$ cat config.mk
export PLATFORM = sky130hd
export DESIGN_NAME = matrix4_multiply_add_sub_top
export DESIGN_NICKNAME = d
export VERILOG_FILES = /design/src/sv/mmas_pkg.sv /design/src/sv/matrix4_multiply_add_sub_top.sv /design/src/sv/mmas_ctrl.sv /design/src/sv/mmas_dpath.sv
export SDC_FILE = /design/constraint.sdc
export NUM_CORES = 2
export LEC_CHECK = 0
export ABC_AREA = 1
export BUFFER_PORTS_ARGS = -buffer_cell sky130_fd_sc_hd__buf_2
export CORE_MARGIN = 8
export CORE_UTILIZATION = 56
export DETAILED_ROUTE_END_ITERATION = 8
export HOLD_SLACK_MARGIN = 0.06
export PLACE_DENSITY_LB_ADDON = 0.25
export SLEW_MARGIN = 20
export SYNTH_ARGS = -nofsm -noshare
export SYNTH_HDL_FRONTEND = slang
export SYNTH_HIERARCHICAL = 1
export SYNTH_SLANG_ARGS = --single-unit
$ cat constraint.sdc
create_clock -name clk -period 10.2 [get_ports clk]
set_input_delay 1.02 -clock clk [delete_from_list [all_inputs] [get_ports clk]]
set_output_delay 1.02 -clock clk [all_outputs]
set_load 0.01 [all_outputs]
$ cat src/sv/mmas_pkg.sv
`timescale 1ns / 1ps
`default_nettype none
// ----------------------------------------------------------------------------
// mmas_pkg: shared types and constants
// Operation codes, controller-to-datapath command and write groups, and the
// saturation limits for signed 32-bit results.
// ----------------------------------------------------------------------------
package mmas_pkg;

    typedef enum logic [2:0] {
        OP_LOAD_A = 3'd0,
        OP_LOAD_B = 3'd1,
        OP_MUL    = 3'd2,
        OP_ADD    = 3'd3,
        OP_SUB    = 3'd4
    } mmas_op_t;

    // One product term or one sum/difference issued to the datapath
    typedef struct packed {
        logic       issue;
        logic       first;
        logic       last;
        logic       mul;
        logic       sub;
        logic [3:0] res_index;
        logic       res_last;
    } mmas_cmd_t;

    typedef struct packed {
        logic wr_a;
        logic wr_b;
    } mmas_wr_t;

    localparam logic signed [31:0] SAT_MAX = 32'sh7fff_ffff;
    localparam logic signed [31:0] SAT_MIN = 32'sh8000_0000;

endpackage
`default_nettype wire

$ cat src/sv/matrix4_multiply_add_sub_top.sv
`timescale 1ns / 1ps
`default_nettype none
// ----------------------------------------------------------------------------
// matrix4_multiply_add_sub_top: DIM x DIM fixed-point matrix multiply/add/sub
// Load items write one element of A or B. A compute item returns DIM*DIM
// elements in row-major order, last one flagged. One shared
// multiplier-accumulator takes one product term per cycle within an element
// through a four-stage read/multiply/accumulate/saturate pipeline, and the
// next element starts once the previous one has left the output register.
// Input stalls while a compute item is being sequenced. Both stores read as
// zero after reset until written; no clearing pass is needed.
// ----------------------------------------------------------------------------
module matrix4_multiply_add_sub_top #(
    parameter int DIM       = 4,
    parameter int FRAC_BITS = 16
) (
    input  wire logic               clk,
    input  wire logic               rst_n,
    input  wire logic               in_valid,
    output logic                    in_stall,
    input  wire logic [2:0]         op,
    input  wire logic [3:0]         elem_index,
    input  wire logic signed [31:0] elem_value,
    output logic                    out_valid,
    input  wire logic               out_stall,
    output logic [3:0]              res_index,
    output logic signed [31:0]      res_value,
    output logic                    res_last
);
    import mmas_pkg::*;

    localparam int AW = $clog2(DIM * DIM);

    mmas_cmd_t       cmd;
    mmas_wr_t        wr;
    logic [AW-1:0]   wr_addr;
    logic [AW-1:0]   rd_addr_a;
    logic [AW-1:0]   rd_addr_b;
    logic            pipe_idle;

    mmas_ctrl #(
        .DIM (DIM)
    ) u_ctrl (
        .clk        (clk),
        .rst_n      (rst_n),
        .in_valid   (in_valid),
        .in_stall   (in_stall),
        .op         (op),
        .elem_index (elem_index),
        .pipe_idle  (pipe_idle),
        .cmd        (cmd),
        .wr         (wr),
        .wr_addr    (wr_addr),
        .rd_addr_a  (rd_addr_a),
        .rd_addr_b  (rd_addr_b)
    );

    mmas_dpath #(
        .DIM       (DIM),
        .FRAC_BITS (FRAC_BITS)
    ) u_dpath (
        .clk       (clk),
        .rst_n     (rst_n),
        .cmd       (cmd),
        .wr        (wr),
        .wr_addr   (wr_addr),
        .wr_data   (elem_value),
        .rd_addr_a (rd_addr_a),
        .rd_addr_b (rd_addr_b),
        .pipe_idle (pipe_idle),
        .out_valid (out_valid),
        .out_stall (out_stall),
        .res_index (res_index),
        .res_value (res_value),
        .res_last  (res_last)
    );

endmodule
`default_nettype wire

$ cat src/sv/mmas_ctrl.sv
`timescale 1ns / 1ps
`default_nettype none
// ----------------------------------------------------------------------------
// mmas_ctrl: sequencing controller
// Decodes input items into store writes, and walks the result elements and
// their product terms for compute items, one issued per cycle in an element.
// ----------------------------------------------------------------------------
module mmas_ctrl #(
    parameter int DIM = 4
) (
    input  wire logic                               clk,
    input  wire logic                               rst_n,
    input  wire logic                               in_valid,
    output logic                                    in_stall,
    input  wire logic [2:0]                         op,
    input  wire logic [3:0]                         elem_index,
    input  wire logic                               pipe_idle,
    output mmas_pkg::mmas_cmd_t                     cmd,
    output mmas_pkg::mmas_wr_t                      wr,
    output logic [$clog2(DIM*DIM)-1:0]              wr_addr,
    output logic [$clog2(DIM*DIM)-1:0]              rd_addr_a,
    output logic [$clog2(DIM*DIM)-1:0]              rd_addr_b
);
    import mmas_pkg::*;

    localparam int CELLS = DIM * DIM;
    localparam int AW    = $clog2(CELLS);
    localparam int DW    = $clog2(DIM);

    typedef enum logic [1:0] {
        ST_IDLE,
        ST_WAIT,
        ST_ISSUE
    } state_t;

    state_t          state_reg;
    logic            mul_reg;
    logic            sub_reg;
    logic [DW-1:0]   row_reg;
    logic [DW-1:0]   col_reg;
    logic [DW-1:0]   k_reg;
    logic [AW-1:0]   elem_reg;

    logic            in_fire;
    logic            is_compute;
    logic            idx_ok;
    logic            k_done;
    logic            elem_done;

    assign in_stall   = (state_reg != ST_IDLE);
    assign in_fire    = in_valid && !in_stall;
    assign is_compute = (op == OP_MUL) || (op == OP_ADD) || (op == OP_SUB);
    assign idx_ok     = int'(elem_index) < CELLS;

    assign wr.wr_a = in_fire && (op == OP_LOAD_A) && idx_ok;
    assign wr.wr_b = in_fire && (op == OP_LOAD_B) && idx_ok;
    assign wr_addr = AW'(elem_index);

    assign k_done    = !mul_reg || (k_reg == DW'(DIM - 1));
    assign elem_done = (elem_reg == AW'(CELLS - 1));

    assign cmd.issue     = (state_reg == ST_ISSUE);
    assign cmd.first     = !mul_reg || (k_reg == '0);
    assign cmd.last      = k_done;
    assign cmd.mul       = mul_reg;
    assign cmd.sub       = sub_reg;
    assign cmd.res_index = 4'(elem_reg);
    assign cmd.res_last  = elem_done;

    always_comb
    begin
        if (mul_reg)
        begin
            rd_addr_a = AW'(row_reg) * AW'(DIM) + AW'(k_reg);
            rd_addr_b = AW'(k_reg) * AW'(DIM) + AW'(col_reg);
        end
        else
        begin
            rd_addr_a = elem_reg;
            rd_addr_b = elem_reg;
        end
    end

    always_ff @(posedge clk or negedge rst_n)
    begin
        if (!rst_n)
        begin
            state_reg <= ST_IDLE;
            mul_reg   <= 1'b0;
            sub_reg   <= 1'b0;
            row_reg   <= '0;
            col_reg   <= '0;
            k_reg     <= '0;
            elem_reg  <= '0;
        end
        else
        begin
            unique case (state_reg)
                ST_IDLE:
                begin
                    if (in_fire && is_compute)
                    begin
                        mul_reg   <= (op == OP_MUL);
                        sub_reg   <= (op == OP_SUB);
                        row_reg   <= '0;
                        col_reg   <= '0;
                        k_reg     <= '0;
                        elem_reg  <= '0;
                        state_reg <= ST_WAIT;
                    end
                end
                ST_WAIT:
                begin
                    if (pipe_idle)
                    begin
                        state_reg <= ST_ISSUE;
                    end
                end
                ST_ISSUE:
                begin
                    if (k_done)
                    begin
                        k_reg <= '0;
                        if (elem_done)
                        begin
                            state_reg <= ST_IDLE;
                        end
                        else
                        begin
                            elem_reg  <= elem_reg + AW'(1);
                            state_reg <= ST_WAIT;
                            if (col_reg == DW'(DIM - 1))
                            begin
                                col_reg <= '0;
                                row_reg <= row_reg + DW'(1);
                            end
                            else
                            begin
                                col_reg <= col_reg + DW'(1);
                            end
                        end
                    end
                    else
                    begin
                        k_reg <= k_reg + DW'(1);
                    end
                end
                default:
                begin
                    state_reg <= ST_IDLE;
                end
            endcase
        end
    end

`ifndef SYNTHESIS
    a_first_needs_idle: assert property (@(posedge clk) disable iff (!rst_n)
        (cmd.issue && cmd.first) |-> pipe_idle)
        else $error("element started while pipeline busy");

    a_compute_blocks: assert property (@(posedge clk) disable iff (!rst_n)
        (in_fire && is_compute) |=> in_stall)
        else $error("compute transfer did not block input");

    a_end_of_item: assert property (@(posedge clk) disable iff (!rst_n)
        (cmd.issue && cmd.last && cmd.res_last) |=> (!cmd.issue && !in_stall))
        else $error("controller did not return to idle after last element");
`endif

endmodule
`default_nettype wire

$ cat src/sv/mmas_dpath.sv
`timescale 1ns / 1ps
`default_nettype none
// ----------------------------------------------------------------------------
// mmas_dpath: matrix stores and arithmetic pipeline
// Holds A and B in memories with per-entry valid bits, then reads, multiplies
// or adds, accumulates, shifts, saturates and registers each result element.
// ----------------------------------------------------------------------------
module mmas_dpath #(
    parameter int DIM       = 4,
    parameter int FRAC_BITS = 16
) (
    input  wire logic                               clk,
    input  wire logic                               rst_n,
    input  wire mmas_pkg::mmas_cmd_t                cmd,
    input  wire mmas_pkg::mmas_wr_t                 wr,
    input  wire logic [$clog2(DIM*DIM)-1:0]         wr_addr,
    input  wire logic signed [31:0]                 wr_data,
    input  wire logic [$clog2(DIM*DIM)-1:0]         rd_addr_a,
    input  wire logic [$clog2(DIM*DIM)-1:0]         rd_addr_b,
    output logic                                    pipe_idle,
    output logic                                    out_valid,
    input  wire logic                               out_stall,
    output logic [3:0]                              res_index,
    output logic signed [31:0]                      res_value,
    output logic                                    res_last
);
    import mmas_pkg::*;

    localparam int CELLS = DIM * DIM;
    localparam int ACC_W = 64 + $clog2(DIM);

    logic signed [31:0]      mem_a [CELLS];
    logic signed [31:0]      mem_b [CELLS];
    logic [CELLS-1:0]        va_reg;
    logic [CELLS-1:0]        vb_reg;

    logic signed [31:0]      a_q_reg;
    logic signed [31:0]      b_q_reg;
    logic                    a_v_reg;
    logic                    b_v_reg;
    mmas_cmd_t               s1_reg;

    logic signed [63:0]      p_reg;
    mmas_cmd_t               s2_reg;

    logic signed [ACC_W-1:0] acc_reg;
    mmas_cmd_t               s3_reg;
    logic                    s3_done_reg;

    logic                    out_valid_reg;
    logic [3:0]              res_index_reg;
    logic signed [31:0]      res_value_reg;
    logic                    res_last_reg;

    logic signed [31:0]      a_val;
    logic signed [31:0]      b_val;
    logic signed [63:0]      prod;
    logic signed [32:0]      sum;
    logic signed [63:0]      p_next;
    logic signed [ACC_W-1:0] acc_next;
    logic signed [ACC_W-1:0] shifted;
    logic [ACC_W-32:0]       hi_bits;
    logic signed [31:0]      sat_value;

    always_ff @(posedge clk)
    begin
        if (wr.wr_a)
        begin
            mem_a[wr_addr] <= wr_data;
        end
        if (wr.wr_b)
        begin
            mem_b[wr_addr] <= wr_data;
        end
        a_q_reg <= mem_a[rd_addr_a];
        b_q_reg <= mem_b[rd_addr_b];
    end

    always_ff @(posedge clk or negedge rst_n)
    begin
        if (!rst_n)
        begin
            va_reg  <= '0;
            vb_reg  <= '0;
            a_v_reg <= 1'b0;
            b_v_reg <= 1'b0;
        end
        else
        begin
            if (wr.wr_a)
            begin
                va_reg[wr_addr] <= 1'b1;
            end
            if (wr.wr_b)
            begin
                vb_reg[wr_addr] <= 1'b1;
            end
            a_v_reg <= va_reg[rd_addr_a];
            b_v_reg <= vb_reg[rd_addr_b];
        end
    end

    assign a_val = a_v_reg ? a_q_reg : '0;
    assign b_val = b_v_reg ? b_q_reg : '0;

    always_comb
    begin
        prod = a_val * b_val;
        if (s1_reg.sub)
        begin
            sum = 33'(a_val) - 33'(b_val);
        end
        else
        begin
            sum = 33'(a_val) + 33'(b_val);
        end
        p_next = s1_reg.mul ? prod : 64'(sum);
    end

    assign acc_next = s2_reg.first ? ACC_W'(p_reg) : acc_reg + ACC_W'(p_reg);

    always_comb
    begin
        shifted   = s3_reg.mul ? (acc_reg >>> FRAC_BITS) : acc_reg;
        hi_bits   = shifted[ACC_W-1:31];
        if ((&hi_bits) || !(|hi_bits))
        begin
            sat_value = shifted[31:0];
        end
        else
        begin
            sat_value = shifted[ACC_W-1] ? SAT_MIN : SAT_MAX;
        end
    end

    always_ff @(posedge clk)
    begin
        p_reg <= p_next;
        if (s2_reg.issue)
        begin
            acc_reg <= acc_next;
        end
        if (s3_done_reg)
        begin
            res_index_reg <= s3_reg.res_index;
            res_value_reg <= sat_value;
            res_last_reg  <= s3_reg.res_last;
        end
    end

    always_ff @(posedge clk or negedge rst_n)
    begin
        if (!rst_n)
        begin
            s1_reg        <= '0;
            s2_reg        <= '0;
            s3_reg        <= '0;
            s3_done_reg   <= 1'b0;
            out_valid_reg <= 1'b0;
        end
        else
        begin
            s1_reg      <= cmd;
            s2_reg      <= s1_reg;
            s3_reg      <= s2_reg;
            s3_done_reg <= s2_reg.issue && s2_reg.last;
            if (s3_done_reg)
            begin
                out_valid_reg <= 1'b1;
            end
            else if (!out_stall)
            begin
                out_valid_reg <= 1'b0;
            end
        end
    end

    assign pipe_idle = !s1_reg.issue && !s2_reg.issue && !s3_done_reg && !out_valid_reg;
    assign out_valid = out_valid_reg;
    assign res_index = res_index_reg;
    assign res_value = res_value_reg;
    assign res_last  = res_last_reg;

`ifndef SYNTHESIS
    a_no_overwrite: assert property (@(posedge clk) disable iff (!rst_n)
        s3_done_reg |-> !out_valid_reg)
        else $error("result overwrote a pending output");

    a_single_result: assert property (@(posedge clk) disable iff (!rst_n)
        (out_valid_reg && !out_stall) |=> !out_valid_reg)
        else $error("output refilled right after transfer");

    a_sum_single_term: assert property (@(posedge clk) disable iff (!rst_n)
        (s1_reg.issue && !s1_reg.mul) |-> (s1_reg.first && s1_reg.last))
        else $error("sum or difference spans several terms");
`endif

endmodule
`default_nettype wire

# Word level (Yosys, flattened, before mapping)
# Memories as Yosys holds them, arrays and structs flattened. A register that Yosys moved wholly into a read port is not among the register bits.
# Cells that the tools add are included.
# Widths: inputs -> output; s select.
[totals]
in_bits = 43
ram_bits = 1024
out_inout_bits = 39
memories = 2
regBits = 242
word_cells = 142
[classes]
mux = 42
n_lt_le_gt_ge = 4
n_eq_ne = 15
bitwise_logic = 2
add_sub_neg = 9
mul = 1
n_reduce_logical = 33
[memory_table]
columns = ["memory", "depth", "word_bits", "read_ports", "rd_ports_with_merged_regs", "wr", "line", "rtl"]
rows = [
  ["u_dpath.mem_a", 16, 32, 1, 1, 1, "mmas_dpath.sv:32", "logic signed [31:0] mem_a [CELLS];"],
  ["u_dpath.mem_b", 16, 32, 1, 1, 1, "mmas_dpath.sv:33", "logic signed [31:0] mem_b [CELLS];"],
]
[ops]
columns = ["op", "n"]
rows = [
  ["$mux 32", 4],
  ["$add 66x64->66", 1],
  ["$mux 66", 1],
  ["$mux 65", 1],
  ["$mul 32x32->64", 1],
  ["$mux 64", 1],
  ["$reduce_and 35->1", 1],
  ["$reduce_or 35->1", 1],
  ["$add 32x32->33", 1],
  ["$mux 33", 1],
  ["$sub 32x32->33", 1],
  ["$or 16x16->16", 2],
  ["$mux 2", 11],
  ["$mux 4", 5],
  ["$lt 4x5->1 const B", 3],
  ["$pmux 2 s2", 3],
  ["$mux 1", 10],
  ["$logic_and 1x1->1", 9],
  ["$add 4x2->4", 2],
  ["$bmux 1 s4", 2],
  ["$ne 2x2->1 const B", 4],
  ["$pmux 4 s2", 1],
  ["$logic_not 1->1", 7],
  ["$add 2x1->2 const B", 3],
  ["19 further kinds", 30],
]

# Logic depth before layout (Yosys ltp)
[depth]
depth_word = 6
ltp_mapped = 36

# Hierarchy
# Netlist, hierarchy kept.
[modules_own_cells]
columns = ["mod", "seq_area_each_um2", "area_each_um2", "n_inst", "cells_each"]
rows = [
  ["mmas_dpath", 37931.4, 95556.6, 1, 9757],
  ["mmas_ctrl", 350.3, 957.2, 1, 128],
]

# Least setup slack after synthesis
# OpenSTA, ideal clock, no wires.
[synth_timing]
path_type = "register to register"
start = "register u_dpath.a_v_reg"
end = "register u_dpath.p_reg[54]"
period_less_slack_ns = 7.430
n_path_buf = 2
setup_time_ns = 0.113
path_stages_with_launch = 29
setup_slack_ns = 2.770
arrival_ns = 7.317
path_cell_list = "dfrtp_1 clkbuf_1 nand2_1 clkbuf_1 nor2_1 fa_1 fa_1 fa_1 fa_1 inv_1 fa_1 inv_1 fa_1 inv_1 fa_1 inv_1 fa_1 ha_1 nand2_1 nor2_1 inv_1 nor2_1 nand2_1 nor4_1 nand2_1 nand2_1 nand2_1 nand3_1 nand2_2"
[synth_via]
elab_chain_len = 4
elab_cells_between_ends = 6
[synth_rtl]
columns = ["element", "line", "rtl"]
rows = [
  ["start, declared", "mmas_dpath.sv:39", "logic a_v_reg;"],
  ["start signal, assigned", "mmas_dpath.sv:98", "a_v_reg <= va_reg[rd_addr_a];"],
  ["$mux 32 *", "mmas_dpath.sv:103", "assign a_val = a_v_reg ? a_q_reg : '0;"],
  ["branches (longest 2 deep; another with $mul 32x32->64)", "-", ""],
  ["$mux 64 *", "mmas_dpath.sv:117", "p_next = s1_reg.mul ? prod : 64'(sum);"],
  ["via u_dpath.p_next[54]", "mmas_dpath.sv:59", "logic signed [63:0] p_next;"],
  ["end signal, assigned", "mmas_dpath.sv:138", "p_reg <= p_next;"],
  ["end, declared", "mmas_dpath.sv:43", "logic signed [63:0] p_reg;"],
]
# Mark *: on every way through the listed nets, which the timed path passes.
# A chain may end at the register's enable or synchronous reset.

# Worst setup path after layout
[layout_timing]
start = "register u_dpath.b_v_reg"
end = "register u_dpath.p_reg[61]"
[layout_via]
elab_chain_len = 4
elab_cells_between_ends = 6
[layout_rtl]
columns = ["element", "line", "rtl"]
rows = [
  ["start, declared", "mmas_dpath.sv:40", "logic b_v_reg;"],
  ["start signal, assigned", "mmas_dpath.sv:99", "b_v_reg <= vb_reg[rd_addr_b];"],
  ["$mux 32 *", "mmas_dpath.sv:104", "assign b_val = b_v_reg ? b_q_reg : '0;"],
  ["branches (longest 2 deep; another with $mul 32x32->64)", "-", ""],
  ["$mux 64 *", "mmas_dpath.sv:117", ""],
  ["via u_dpath.p_next[61]", "mmas_dpath.sv:59", ""],
]
# Marks and branches as above.

==> reports/results.tsv <==
metric	value	unit
run_status	finished, final reports clean	
cts_buffers	139	
end_kind	flip-flop	
dr_total_vias	72200	
synth_fa_ha_area_share	26.2	%
io_buffers	81	
drive_above_1_share	6.44	%
cts_resized	0	
hp-class	in -> async	
rsz0062_at_grt	no	
fin_crit_sh	93.0	%
worst_slew_margin_rel	17.1	%
dr.first_iter.drc_count	7683	
worstSkewPairLatency	0.81	ns
r2r_cells	25	
slowest_delay	0.96	ns
gp_congestion	1.03	
synth_top_area_share	35.1	%
path_depth	25	
cp_common_cell	fa_1	
ir_drop	0.265	mV
maxCapViolCount	0	
synthTopCellsByArea	edfxtp_1 (35%), fa_1 (22%), nand2_1 (7.0%)	
cp_max_fo	20	
avgViaCountPerCell	5.87	
synth-edff-count	1127	
cp_slowest_cell	dfrtp_2	
synthToLayoutAreaGrowth	8.22	%
row_count	152	
cp.required	10.83	ns
drt.antenna.violating_nets	0	
power_frac_comb	57.5	%
clock.fmax	0.105	GHz
fp.dieH	431	um
dp.cells	12000	
worst_hold_slack	0.304	ns
cp.arrival	10.12	ns
grt_antenna_before_repair	11	
synth_nets	11300	
place_ws	0.788	ns
cts_tree	built	
fin_ws	0.711	ns
fin_cells	12300	
synthMuxAreaShare	2.70	%
ys_seq_elements	1330	
hold_violations	0	
nets	11300	
grt_pass1_wl	469000	um
clkPwrFrac	17.9	%
fin_util	61.0	%
cp-start-kind	flip-flop	
ys_seq_area_share	39.7	%
p_leak	44.9	nW
crit_family	adder cells	
start_util	56.3	%
p_sw	14.2	mW
reg2reg_from	u_dpath/b_v_reg	
power.density	274	nW/um^2
synthesis.area	96500	um^2
dp_hpwl	235000	um
die_x	431	um
postCtsSetupBuffers	0	
reg2reg_slack	0.71	ns
synthArstFlopShare	5.64	%
grt_max_degree	188	
grt_pass1_vias	73200	
synthCells	9885	
yosys.area_share.simple	13.8	%
cts_root_buffer	clkbuf_16	
swShare	49.6	%
yosysTopAreaCell	edfxtp_1	
synth_top_family_by_area	adder cells	
cts_hold_buf	0	
path_buf_inv	4	
worst_slew_pin_slew	1.24	ns
finalSetupViolCount	0	
finalWirelength	317000	um
grtUsageTotal	33.8	%
fin_skew	0.0640	ns
setup_tns	0	ns
syn_area_per_cell	9.76	um^2
fin_area	104000	um^2
critical_path_class	reg -> reg	
slew_viol_final	0	
synthXorXnorAreaFrac	0.672	%
core_area	171000	um^2
wl_per_cell	25.8	um
cts.clk_slew.worst_paths	0.06	ns
clock-sinks	1330	
power_frac_seq	24.6	%
first_pass_iters	6	
clk_path_buf_depth	3	
dieArea	186000	um^2
timing.rr.end	u_dpath/p_reg[61]	
gr-total-overflow	0	
p_int	14.4	mW
synthFlopType	edfxtp_1	
min_period	9.49	ns
h-tree-depth	4	
fin_total_pwr	28.6	mW
synth_compound_area_share	8.37	%
ys_types	54	
yosys_warnings	6	
postPlaceCellArea	99800	um^2
drcViolationCount	0	
pin_count	82	
-- power by group through the flow --
stage	sequential, mW	combinational, mW	clock, mW
finish	7.05	16.4	5.11
global route	7.05	17.8	5.39
CTS	7.05	16.2	5.19
detailed placement	7.16	16.1	0
global placement	7.15	15.9	0
floorplan	6.79	10.2	0
-- placed cells by master (no fill, tap or decap), drive strengths merged, types with 4 or more instances in the layout --
cell type / n
nand2: 1848
inv: 1734
edfxtp: 1127
fa: 1084
nor2: 937
o21ai: 565
a21oi: 517
nand3: 293
ha: 287
mux2i: 260
buf: 259
o211ai: 258
clkbuf: 181
dfxtp: 128
dfrtp: 75
clkinv: 71
xor2: 54
nand4: 43
or2: 40
nor3: 37
nand3b: 33
o21bai: 32
xnor2: 20
a21o: 19
nor4: 18
bufinv: 12
a31oi: 10
o21a: 9
a21boi: 7
diode: 6
o31ai: 6
clkinvlp: 5
o221ai: 4
-- worst register-to-register path: cells and delay by family, from the launching register on --
kind                     cells  cell delay [ns]
adder cells (fa/ha/maj)      9             4.44
AND/OR/NAND/NOR              9             1.67
buffers and inverters        4             1.19
AO/OA/AOI/OAI                3             1.08
flip-flops                   1             0.96
-- logic make-up after synthesis --
family | count (synthesis)
and+or+nand+nor | 3251
xor gates and xnor gates | 74
buffers and inverters | 2167
muxes | 260
DFF | 1330
AOI/OAI and AO/OA | 1432
adders and majority gates | 1371
-- worst max-delay path by stage --
stage,from,end,slack [ns]
after floorplan,u_dpath/a_v_reg,u_dpath/p_reg[54],2.77
after global placement,u_dpath/b_v_reg,u_dpath/p_reg[61],0.80
after detailed placement,u_dpath/b_v_reg,u_dpath/p_reg[61],0.79
after CTS,u_dpath/b_v_reg,u_dpath/p_reg[61],0.75
after global routing,u_dpath/b_v_reg,u_dpath/p_reg[58],0.34
final,u_dpath/b_v_reg,u_dpath/p_reg[61],0.71
-- cells in the mapped netlist (18+ instances only) --
library cell     n
nand2_1       1794
inv_1         1707
edfxtp_1      1127
fa_1          1084
nor2_1         931
o21ai_0        548
a21oi_1        516
clkbuf_1       298
nand3_1        288
ha_1           287
mux2i_1        260
o211ai_1       258
dfxtp_1        128
dfrtp_1         75
xor2_1          54
buf_1           51
buf_2           49
nand4_1         40
or2_2           38
nand2_2         37
nor3_1          36
nand3b_1        33
o21bai_1        32
clkinv_1        25
inv_2           21
xnor2_1         20
a21o_1          19
nor4_1          18
-- layout make-up --
cell class,count,area [um^2]
fill,14200,66900
inverter,1753,6590
clock inverter,69,922
sequential,1330,38300
multi-input combinational,6388,50200
tap,2310,2890
antenna,6,15.0
timing repair buffer,259,1790
clock buffer,181,3730
-- layer usage --
layer | share of wire [%] | global-route usage [%] | vias to the layer above
met1 | 39 | 44.6 | 36000
met4 | 6.2 | 17.2 | 6
met5 | 0.013 | 0 | -
met3 | 9.1 | 6.62 | 899
li1 | - | - | 31600
met2 | 46 | 53.7 | 3649
(Power assumes the default switching activity.)
